**src/lbs_pkg.sv**
```systemverilog
package lbs_pkg;

  localparam int MaxBackends = 4;
  localparam int NumSlots    = 4;
  localparam int SlotLimit   = (MaxBackends < NumSlots) ? MaxBackends : NumSlots;

  localparam int TotalW  = 3;
  localparam int ModeW   = 2;
  localparam int ProtoW  = 8;
  localparam int PortW   = 16;
  localparam int IpW     = 32;
  localparam int EntryW  = 49;
  localparam int IdxW    = 2;
  localparam int CountW  = 32;
  localparam int HealthBit = 48;
  localparam int CfgIdxW = 3;
  localparam int StepW   = 4;

  localparam logic [IpW-1:0]    HashC1   = 32'h85eb_ca6b;
  localparam logic [IpW-1:0]    HashC2   = 32'hc2b2_ae35;
  localparam logic [CountW-1:0] CountMax = 32'hFFFF_FFFF;

  localparam logic [CfgIdxW-1:0] RegTotal   = 3'd0;
  localparam logic [CfgIdxW-1:0] RegMode    = 3'd1;
  localparam logic [CfgIdxW-1:0] RegProto   = 3'd2;
  localparam logic [CfgIdxW-1:0] RegPort    = 3'd3;
  localparam logic [CfgIdxW-1:0] RegEntry0  = 3'd4;
  localparam logic [CfgIdxW-1:0] RegEntry1  = 3'd5;
  localparam logic [CfgIdxW-1:0] RegEntry2  = 3'd6;
  localparam logic [CfgIdxW-1:0] RegEntry3  = 3'd7;

  localparam logic [ModeW-1:0] ModeRr   = 2'd0;
  localparam logic [ModeW-1:0] ModeLc   = 2'd1;
  localparam logic [ModeW-1:0] ModeHash = 2'd2;
  localparam logic [ModeW-1:0] ModeZero = 2'd3;

  localparam logic [StepW-1:0] StepIdle     = 4'd0;
  localparam logic [StepW-1:0] StepCheck    = 4'd1;
  localparam logic [StepW-1:0] StepModeRr   = 4'd2;
  localparam logic [StepW-1:0] StepModeLc   = 4'd3;
  localparam logic [StepW-1:0] StepModeZero = 4'd4;
  localparam logic [StepW-1:0] StepHash1    = 4'd5;
  localparam logic [StepW-1:0] StepHash2    = 4'd6;
  localparam logic [StepW-1:0] StepLoadHash = 4'd7;
  localparam logic [StepW-1:0] StepLoadRot  = 4'd8;
  localparam logic [StepW-1:0] StepMod      = 4'd9;
  localparam logic [StepW-1:0] StepCandMod  = 4'd10;
  localparam logic [StepW-1:0] StepLc       = 4'd11;
  localparam logic [StepW-1:0] StepResolve  = 4'd12;
  localparam logic [StepW-1:0] StepEmit     = 4'd13;

  typedef enum logic [3:0] {
    OpNop,
    OpLatch,
    OpHash1,
    OpHash2,
    OpLoadHash,
    OpLoadRot,
    OpModStep,
    OpCandMod,
    OpLcStep,
    OpResolve,
    OpEmit
  } op_e;

  typedef enum logic [3:0] {
    CondNever,
    CondAlways,
    CondIdle,
    CondMiss,
    CondRr,
    CondLc,
    CondZero,
    CondModMore,
    CondLcMore
  } cond_e;

  typedef struct packed {
    op_e              op;
    cond_e            cond;
    logic [StepW-1:0] target;
  } uword_t;

  typedef struct packed {
    op_e op;
  } ctrl_t;

  typedef struct packed {
    logic             miss;
    logic [ModeW-1:0] mode;
    logic             mod_more;
    logic             lc_more;
  } stat_t;

  typedef struct packed {
    logic [TotalW-1:0]                total;
    logic [ModeW-1:0]                 mode;
    logic [ProtoW-1:0]                svc_proto;
    logic [PortW-1:0]                 svc_port;
    logic [NumSlots-1:0][EntryW-1:0]  entry;
  } cfg_t;

endpackage

```
**src/lbs_sequencer.sv**
```systemverilog
module lbs_sequencer import lbs_pkg::*; (
  input  logic  clk_i,
  input  logic  rst_ni,
  input  logic  start,
  input  stat_t stat_i,
  output ctrl_t ctrl_o,
  output logic  busy,
  output logic  done_o
);

  logic [StepW-1:0] pc_q, pc_d;
  uword_t           uw;
  logic             take;

  always_comb begin
    case (pc_q)
      StepIdle:     uw = '{OpLatch,    CondIdle,    StepIdle};
      StepCheck:    uw = '{OpNop,      CondMiss,    StepEmit};
      StepModeRr:   uw = '{OpNop,      CondRr,      StepLoadRot};
      StepModeLc:   uw = '{OpNop,      CondLc,      StepLc};
      StepModeZero: uw = '{OpNop,      CondZero,    StepResolve};
      StepHash1:    uw = '{OpHash1,    CondNever,   StepIdle};
      StepHash2:    uw = '{OpHash2,    CondNever,   StepIdle};
      StepLoadHash: uw = '{OpLoadHash, CondAlways,  StepMod};
      StepLoadRot:  uw = '{OpLoadRot,  CondNever,   StepIdle};
      StepMod:      uw = '{OpModStep,  CondModMore, StepMod};
      StepCandMod:  uw = '{OpCandMod,  CondAlways,  StepResolve};
      StepLc:       uw = '{OpLcStep,   CondLcMore,  StepLc};
      StepResolve:  uw = '{OpResolve,  CondNever,   StepIdle};
      StepEmit:     uw = '{OpEmit,     CondAlways,  StepIdle};
      default:      uw = '{OpNop,      CondAlways,  StepIdle};
    endcase
  end

  always_comb begin
    case (uw.cond)
      CondNever:   take = 1'b0;
      CondAlways:  take = 1'b1;
      CondIdle:    take = !start;
      CondMiss:    take = stat_i.miss;
      CondRr:      take = (stat_i.mode == ModeRr);
      CondLc:      take = (stat_i.mode == ModeLc);
      CondZero:    take = (stat_i.mode == ModeZero);
      CondModMore: take = stat_i.mod_more;
      CondLcMore:  take = stat_i.lc_more;
      default:     take = 1'b1;
    endcase
  end

  assign pc_d        = take ? uw.target : pc_q + 4'd1;
  assign busy        = (pc_q != StepIdle);
  assign ctrl_o.op   = (pc_q == StepIdle && !start) ? OpNop : uw.op;
  assign done_o      = (uw.op == OpEmit);

  always_ff @(posedge clk_i or negedge rst_ni) begin
    if (!rst_ni) begin
      pc_q <= StepIdle;
    end else begin
      pc_q <= pc_d;
    end
  end

  a_accept_enters_check: assert property (@(posedge clk_i) disable iff (!rst_ni)
    start && !busy |=> pc_q == StepCheck)
    else $error("accepted item did not enter the check step");

  a_emit_returns_idle: assert property (@(posedge clk_i) disable iff (!rst_ni)
    done_o |=> pc_q == StepIdle && !done_o)
    else $error("result strobe not followed by idle");

endmodule

```
**src/lbs_datapath.sv**
```systemverilog
module lbs_datapath import lbs_pkg::*; (
  input  logic                clk_i,
  input  logic                rst_ni,
  input  ctrl_t               ctrl_i,
  input  cfg_t                cfg_i,
  input  logic [ProtoW-1:0]   protocol_i,
  input  logic [PortW-1:0]    dst_port_i,
  input  logic [IpW-1:0]      source_ip_i,
  output stat_t               stat_o,
  output logic                found_o,
  output logic [IdxW-1:0]     target_idx_o,
  output logic [IpW-1:0]      target_ip_o,
  output logic [PortW-1:0]    target_port_o
);

  logic [ProtoW-1:0]  proto_q;
  logic [PortW-1:0]   port_q;
  logic [IpW-1:0]     src_q;
  logic [IpW-1:0]     h_q;
  logic [IpW-1:0]     div_q;
  logic [TotalW-1:0]  rem_q, rem_d;
  logic [1:0]         mod_cnt_q;
  logic [TotalW-1:0]  cand_q;
  logic [IdxW-1:0]    lc_i_q;
  logic               best_vld_q;
  logic [CountW-1:0]  best_q;
  logic [IpW-1:0]     rot_q;
  logic [NumSlots-1:0][CountW-1:0] cnt_q;

  logic               ok_q;
  logic [IdxW-1:0]    idx_q;
  logic [IpW-1:0]     ip_q;
  logic [PortW-1:0]   bport_q;

  logic [IpW-1:0]     mul_a, mul_b, mul_p;
  logic [IdxW-1:0]    cnt_addr;
  logic [CountW-1:0]  cnt_rd;
  logic               lc_take;
  logic [TotalW-1:0]  lc_next;

  logic [TotalW-1:0]  res_cand;
  logic               res_cand_ok;
  logic               res_ok;
  logic [IdxW-1:0]    res_idx;
  logic               res_inc;

  assign stat_o.miss     = (proto_q != cfg_i.svc_proto) || (port_q != cfg_i.svc_port) ||
                           (cfg_i.total == '0);
  assign stat_o.mode     = cfg_i.mode;
  assign stat_o.mod_more = (mod_cnt_q != 2'd3);
  assign lc_next         = {1'b0, lc_i_q} + 3'd1;
  assign stat_o.lc_more  = (lc_i_q != 2'd3) && (lc_next < cfg_i.total) &&
                           (lc_next < TotalW'(SlotLimit));

  assign mul_a = (ctrl_i.op == OpHash1) ? (src_q ^ (src_q >> 16)) : (h_q ^ (h_q >> 13));
  assign mul_b = (ctrl_i.op == OpHash1) ? HashC1 : HashC2;
  assign mul_p = mul_a * mul_b;

  always_comb begin
    logic [TotalW:0]   r4;
    logic [TotalW-1:0] r;
    r = rem_q;
    for (int k = 0; k < 8; k++) begin
      r4 = {r, div_q[IpW-1-k]};
      if (r4 >= {1'b0, cfg_i.total}) begin
        r4 = r4 - {1'b0, cfg_i.total};
      end
      r = r4[TotalW-1:0];
    end
    rem_d = r;
  end

  always_comb begin
    res_cand    = (cand_q < cfg_i.total) ? cand_q : '0;
    res_cand_ok = (res_cand < TotalW'(SlotLimit)) && cfg_i.entry[res_cand[IdxW-1:0]][HealthBit];
    if (res_cand_ok) begin
      res_ok  = 1'b1;
      res_idx = res_cand[IdxW-1:0];
    end else if (res_cand != '0 && cfg_i.entry[0][HealthBit]) begin
      res_ok  = 1'b1;
      res_idx = '0;
    end else begin
      res_ok  = 1'b0;
      res_idx = '0;
    end
  end

  assign cnt_addr = (ctrl_i.op == OpLcStep) ? lc_i_q : res_idx;
  assign cnt_rd   = cnt_q[cnt_addr];
  assign lc_take  = ({1'b0, lc_i_q} < cfg_i.total) && ({1'b0, lc_i_q} < TotalW'(SlotLimit)) &&
                    cfg_i.entry[lc_i_q][HealthBit] && (!best_vld_q || cnt_rd < best_q);
  assign res_inc  = (cfg_i.mode == ModeLc) && res_ok && (cnt_rd != CountMax);

  always_ff @(posedge clk_i or negedge rst_ni) begin
    if (!rst_ni) begin
      rot_q      <= '0;
      cnt_q      <= '0;
      mod_cnt_q  <= '0;
      lc_i_q     <= '0;
      best_vld_q <= 1'b0;
      ok_q       <= 1'b0;
    end else begin
      case (ctrl_i.op)
        OpLatch: begin
          lc_i_q     <= '0;
          best_vld_q <= 1'b0;
          ok_q       <= 1'b0;
        end
        OpLoadHash: begin
          mod_cnt_q <= '0;
        end
        OpLoadRot: begin
          mod_cnt_q <= '0;
          rot_q     <= rot_q + 32'd1;
        end
        OpModStep: begin
          mod_cnt_q <= mod_cnt_q + 2'd1;
        end
        OpLcStep: begin
          lc_i_q <= lc_i_q + 2'd1;
          if (lc_take) begin
            best_vld_q <= 1'b1;
          end
        end
        OpResolve: begin
          ok_q <= res_ok;
          if (res_inc) begin
            cnt_q[res_idx] <= cnt_rd + 32'd1;
          end
        end
        default: begin
        end
      endcase
    end
  end

  always_ff @(posedge clk_i) begin
    case (ctrl_i.op)
      OpLatch: begin
        proto_q <= protocol_i;
        port_q  <= dst_port_i;
        src_q   <= source_ip_i;
        cand_q  <= '0;
        idx_q   <= '0;
        ip_q    <= '0;
        bport_q <= '0;
      end
      OpHash1, OpHash2: begin
        h_q <= mul_p;
      end
      OpLoadHash: begin
        div_q <= h_q ^ (h_q >> 16);
        rem_q <= '0;
      end
      OpLoadRot: begin
        div_q <= rot_q;
        rem_q <= '0;
      end
      OpModStep: begin
        rem_q <= rem_d;
        div_q <= div_q << 8;
      end
      OpCandMod: begin
        cand_q <= rem_q;
      end
      OpLcStep: begin
        if (lc_take) begin
          best_q <= cnt_rd;
          cand_q <= {1'b0, lc_i_q};
        end
      end
      OpResolve: begin
        idx_q   <= res_idx;
        ip_q    <= res_ok ? cfg_i.entry[res_idx][47:16] : '0;
        bport_q <= res_ok ? cfg_i.entry[res_idx][15:0] : '0;
      end
      default: begin
      end
    endcase
  end

  assign found_o       = ok_q;
  assign target_idx_o  = idx_q;
  assign target_ip_o   = ip_q;
  assign target_port_o = bport_q;

  a_rot_only_on_load: assert property (@(posedge clk_i) disable iff (!rst_ni)
    ctrl_i.op != OpLoadRot |=> $stable(rot_q))
    else $error("rotation counter moved outside its load step");

  a_lc_idx_only_in_scan: assert property (@(posedge clk_i) disable iff (!rst_ni)
    ctrl_i.op != OpLcStep && ctrl_i.op != OpLatch |=> $stable(lc_i_q))
    else $error("scan index moved outside the scan");

  a_latch_clears_found: assert property (@(posedge clk_i) disable iff (!rst_ni)
    ctrl_i.op == OpLatch |=> !ok_q)
    else $error("found flag not cleared by a new item");

endmodule

```
**src/l4_backend_selector_top.sv**
```systemverilog
// Channel   Direction  Handshake                Payload
// input     in         start / busy             protocol_i, dst_port_i, source_ip_i
// result    out        done_o (one-cycle)       found_o, target_idx_o, target_ip_o,
//                                               target_port_o
// config    in         cfg_we_i                 cfg_idx_i, cfg_wdata_i
//
// An item runs a short microprogram: a service miss goes straight to done_o,
// always-zero resolves slot 0, least connections scans the backends, and round
// robin and address hash reduce the rotation counter or the shared-multiplier
// hash modulo total in the 8-bit-per-step loop. busy drops the cycle after done_o.
// Reset clears config, rotation counter and connection counts; no clearing pass.
// The receiver cannot stall; each result is shown for exactly one cycle.
module l4_backend_selector_top import lbs_pkg::*; (
  input  logic                clk_i,
  input  logic                rst_ni,
  input  logic                start,
  output logic                busy,
  input  logic [ProtoW-1:0]   protocol_i,
  input  logic [PortW-1:0]    dst_port_i,
  input  logic [IpW-1:0]      source_ip_i,
  output logic                done_o,
  output logic                found_o,
  output logic [IdxW-1:0]     target_idx_o,
  output logic [IpW-1:0]      target_ip_o,
  output logic [PortW-1:0]    target_port_o,
  input  logic                cfg_we_i,
  input  logic [CfgIdxW-1:0]  cfg_idx_i,
  input  logic [EntryW-1:0]   cfg_wdata_i
);

  cfg_t  cfg_q;
  ctrl_t ctrl;
  stat_t stat;

  always_ff @(posedge clk_i or negedge rst_ni) begin
    if (!rst_ni) begin
      cfg_q <= '0;
    end else if (cfg_we_i) begin
      case (cfg_idx_i)
        RegTotal:  cfg_q.total     <= cfg_wdata_i[TotalW-1:0];
        RegMode:   cfg_q.mode      <= cfg_wdata_i[ModeW-1:0];
        RegProto:  cfg_q.svc_proto <= cfg_wdata_i[ProtoW-1:0];
        RegPort:   cfg_q.svc_port  <= cfg_wdata_i[PortW-1:0];
        RegEntry0: cfg_q.entry[0]  <= cfg_wdata_i;
        RegEntry1: cfg_q.entry[1]  <= cfg_wdata_i;
        RegEntry2: cfg_q.entry[2]  <= cfg_wdata_i;
        RegEntry3: cfg_q.entry[3]  <= cfg_wdata_i;
        default: begin
        end
      endcase
    end
  end

  lbs_sequencer u_seq (
    .clk_i  (clk_i),
    .rst_ni (rst_ni),
    .start  (start),
    .stat_i (stat),
    .ctrl_o (ctrl),
    .busy   (busy),
    .done_o (done_o)
  );

  lbs_datapath u_dp (
    .clk_i         (clk_i),
    .rst_ni        (rst_ni),
    .ctrl_i        (ctrl),
    .cfg_i         (cfg_q),
    .protocol_i    (protocol_i),
    .dst_port_i    (dst_port_i),
    .source_ip_i   (source_ip_i),
    .stat_o        (stat),
    .found_o       (found_o),
    .target_idx_o  (target_idx_o),
    .target_ip_o   (target_ip_o),
    .target_port_o (target_port_o)
  );

endmodule

```
**config.mk**
```make
export PLATFORM = sky130hd
export DESIGN_NAME = l4_backend_selector_top
export DESIGN_NICKNAME = d
export VERILOG_FILES = /design/src/lbs_pkg.sv /design/src/lbs_sequencer.sv /design/src/lbs_datapath.sv /design/src/l4_backend_selector_top.sv
export SDC_FILE = /design/constraint.sdc
export NUM_CORES = 2
export LEC_CHECK = 0
export ABC_CLOCK_PERIOD_IN_PS = 35200
export BUFFER_PORTS_ARGS = -buffer_cell sky130_fd_sc_hd__buf_2
export CELL_PAD_IN_SITES_DETAIL_PLACEMENT = 0
export CELL_PAD_IN_SITES_GLOBAL_PLACEMENT = 1
export CORE_ASPECT_RATIO = 1.4
export CORE_UTILIZATION = 40
export CTS_CLUSTER_DIAMETER = 30
export CTS_CLUSTER_SIZE = 12
export DETAILED_ROUTE_END_ITERATION = 8
export GPL_ROUTABILITY_DRIVEN = 0
export PLACE_DENSITY = 0.68
export SKIP_CTS_REPAIR_TIMING = 1
export SLEW_MARGIN = 0
export SYNTH_ARGS = -nofsm -noshare
export SYNTH_HDL_FRONTEND = slang
export SYNTH_HIERARCHICAL = 1
export SYNTH_SLANG_ARGS = --single-unit
```
**constraint.sdc**
```tcl
create_clock -name clk_i -period 35.2 [get_ports clk_i]
set_input_delay 1.76 -clock clk_i [delete_from_list [all_inputs] [get_ports clk_i]]
set_output_delay 1.76 -clock clk_i [all_outputs]
set_load 0.02 [all_outputs]
```
==> results.cfg <==
[placed_design]
dp_cells = 4957
detailed_place_hpwl_mm = 78.8
port_buffers = 164

[sta]
drv_slew = 0
tns_ps = 0
fin_skew_ps = 39.1
period_minus_slack_ps = 11840
maxSlewHeadroom = 0.263
fin_crit_sh = 0.336
max_freq_mhz = 84.5
worst_slew_pin_slew_ps = 1100
setup_violations = 0
hold_viol_final = 0
rsz0062_at_grt = false

[global_route]
grt_use_met2 = 0.382
grt_pass1_vias = 28000
grt_use_met3 = 0.0238
grt_usage = 0.213
grt_util_met1 = 0.254
antenna_found_initial = 3
grt-busiest-layer = met2
grt_max_degree = 101
globalRoute.totalOverflow = 0
grt_first_pass_wirelength_mm = 166

[logic_synthesis]
netlist_area_um2 = 40400
synth_area_leaders = dfrtp_1, edfxtp_1, fa_1, ha_1, mux2_2
synth_top_area_share = 0.245
synth_cells = 3571
synth_edf_count = 208
synth.net_count = 4277
synth-warning-count = 6
synthFlopType = dfrtp_1
synth_cell_types = 89
yosysSeqAreaShare = 0.399
syn_avg_cell_area_um2 = 11.3
yosys_register_bits = 603
synth_top_cell_by_area = dfrtp_1
async_reset_ff_frac = 0.655

[floorplanning]
dieArea_um2 = 102000
pin_count = 165
coreArea_um2 = 99800
die_y_um = 378
die_width_um = 271
start_util = 0.405
std_cell_rows = 137

[clock_network]
clock_latency_ps = 710
root_buffer = clkbuf_16
cts_sinks = 603
clk_pin_slew_worst_paths_ps = 50
cts_made_buffers = 109
cts_tree = done
cts_buffer_depth = 3
htreeDepth = 3

[job]
cap_viol_max_count = 0

[final_layout]
syn2layout_area_growth_pct = 15.2
fillers = 9337
layout_common_cells = inv_1, dfrtp_1, nand2_1
final_nets = 4454
drive_gt1_frac = 0.178
final_common_cell = inv_1
post-route-util = 0.466
finalNonFillerCells = 5167

[routing]
drt_iter0_markers = 1401
routed-via-count = 26300
drcViolationCount = 0
first_pass_iters = 7
wire_per_inst_um = 20.6
drtAntennaViolNets = 0
via_per_inst = 5.09
wirelength_mm = 107

[status]
run_status = finished clean

[min_path]
min_path_type = reg2reg

[worst_setup_path]
max_stage_delay_ps = 680
critPathCaptureType = flip-flop
arrival_ps = 12290
crit_type = reg2reg
cpMaxStageDelayCell = dfrtp_1
crit_fanout = 13
critical_path.most_common_cell = a21oi_1
cp.required_ps = 35650
critPathLaunchType = flip-flop
## cell usage after synthesis (5+ instances only)
library cell  instances
inv_1               548
dfrtp_1             395
nand2_1             303
fa_1                297
ha_1                297
mux2_2              232
edfxtp_1            208
nor2_1              160
mux2i_1             122
xnor2_1             112
xor2_1              101
o21ai_1              92
o21ai_0              84
a21oi_1              66
clkbuf_1             65
a221oi_1             48
buf_2                45
nand3_1              33
nand4_1              23
and2_1               22
nand2b_1             21
a21o_1               19
nor2b_1              19
nor3_1               18
a222oi_1             16
a211oi_1             15
buf_1                14
and3_1               13
o21a_1               13
buf_4                10
a22oi_1               9
a31oi_1               9
mux2_1                9
nor4_1                8
o211ai_1              8
nor3b_1               7
or3_1                 7
or2_2                 6
nand4b_1              5
o21bai_1              5
## metal layers
metal,share of wire,up-vias,routed length [µm]
li1,-,12300,-
met1,0.40,13200,43100
met2,0.52,531,55600
met3,0.034,189,3600
met4,0.041,0,4380
met5,0,-,0
## path summary, 6_finish.rpt
check	from	end	slack [ps]	depth (start not counted)
max in group asynchronous	rst_ni	cfg_q[145]	31800	3
worst max register to register	cfg_q[223]	u_dp/rem_q[1]	23360	51
worst max-delay path	cfg_q[223]	u_dp/rem_q[1]	23360	51
min in group asynchronous	rst_ni	u_dp/cnt_q[44]	1110	1
worst min-delay path	u_dp/cnt_q[81]	u_dp/cnt_q[81]	470	2
worst min register to register	u_dp/cnt_q[81]	u_dp/cnt_q[81]	470	2
## worst max-delay path: cells and delay by family, from the launching register on
kind | cells | cell delay, ps
and+or+nand+nor | 12 | 1180
adders and majority gates | 8 | 2910
buffers and inverters | 6 | 880
DFF | 1 | 680
AOI/OAI and AO/OA | 22 | 5210
muxes | 3 | 740
## cell families (layout without fill, tap and decap cells)
kind of cell	count (synthesis)	in the layout	share of synthesized area
buffers and inverters	687	961	0.0669
adder cells (fa/ha/maj)	594	594	0.239
other	2	4	0.000186
AND/OR/NAND/NOR	671	671	0.0772
multiplexers	371	371	0.101
flip-flops	603	603	0.399
AO/OA/AOI/OAI	430	430	0.0701
XOR/XNOR	213	213	0.0462
## sequential cells by signal, summed over array words and instances, names as in the netlist
register,count
u_dp/target_idx_o,2
u_dp/best_q,32
u_dp/target_ip_o,32
u_dp/best_vld_q,1
u_dp/div_q,32
u_seq/pc_q,4
u_dp/src_q,32
u_dp/port_q,16
u_dp/rot_q,32
u_dp/proto_q,8
u_dp/found_o,1
u_dp/h_q,32
u_dp/cnt_q,128
u_dp/lc_i_q,2
u_dp/target_port_o,16
u_dp/mod_cnt_q,2
u_dp/cand_q,3
cfg_q,225
u_dp/rem_q,3
## final cells by class
type / count / area (µm²) / share of cell area
diodes: 2 / 5.00 / 0.000108
clock buffers: 136 / 3110 / 0.0668
clock inverters: 72 / 778 / 0.0167
inverters: 549 / 2060 / 0.0443
multi-input cells: 2281 / 21700 / 0.466
flip-flops and latches: 603 / 16100 / 0.347
well taps: 1320 / 1650 / 0.0355
repair buffers: 204 / 1130 / 0.0243
## stage by stage
step / cell area [µm²] / setup slack [ps] / hold WS, ps
after global placement: 42600 / 23460 / 455
after detailed placement: 42600 / 23390 / 462
final: 46500 / 23360 / 473
after global routing: 46500 / 22340 / 488
after floorplan: 40400 / 22490 / 444
after CTS: 46500 / 23340 / 478
Power is left out: the tool's default activity adds up to more than one toggle a clock period on the data nets, which glitch-free logic cannot reach.
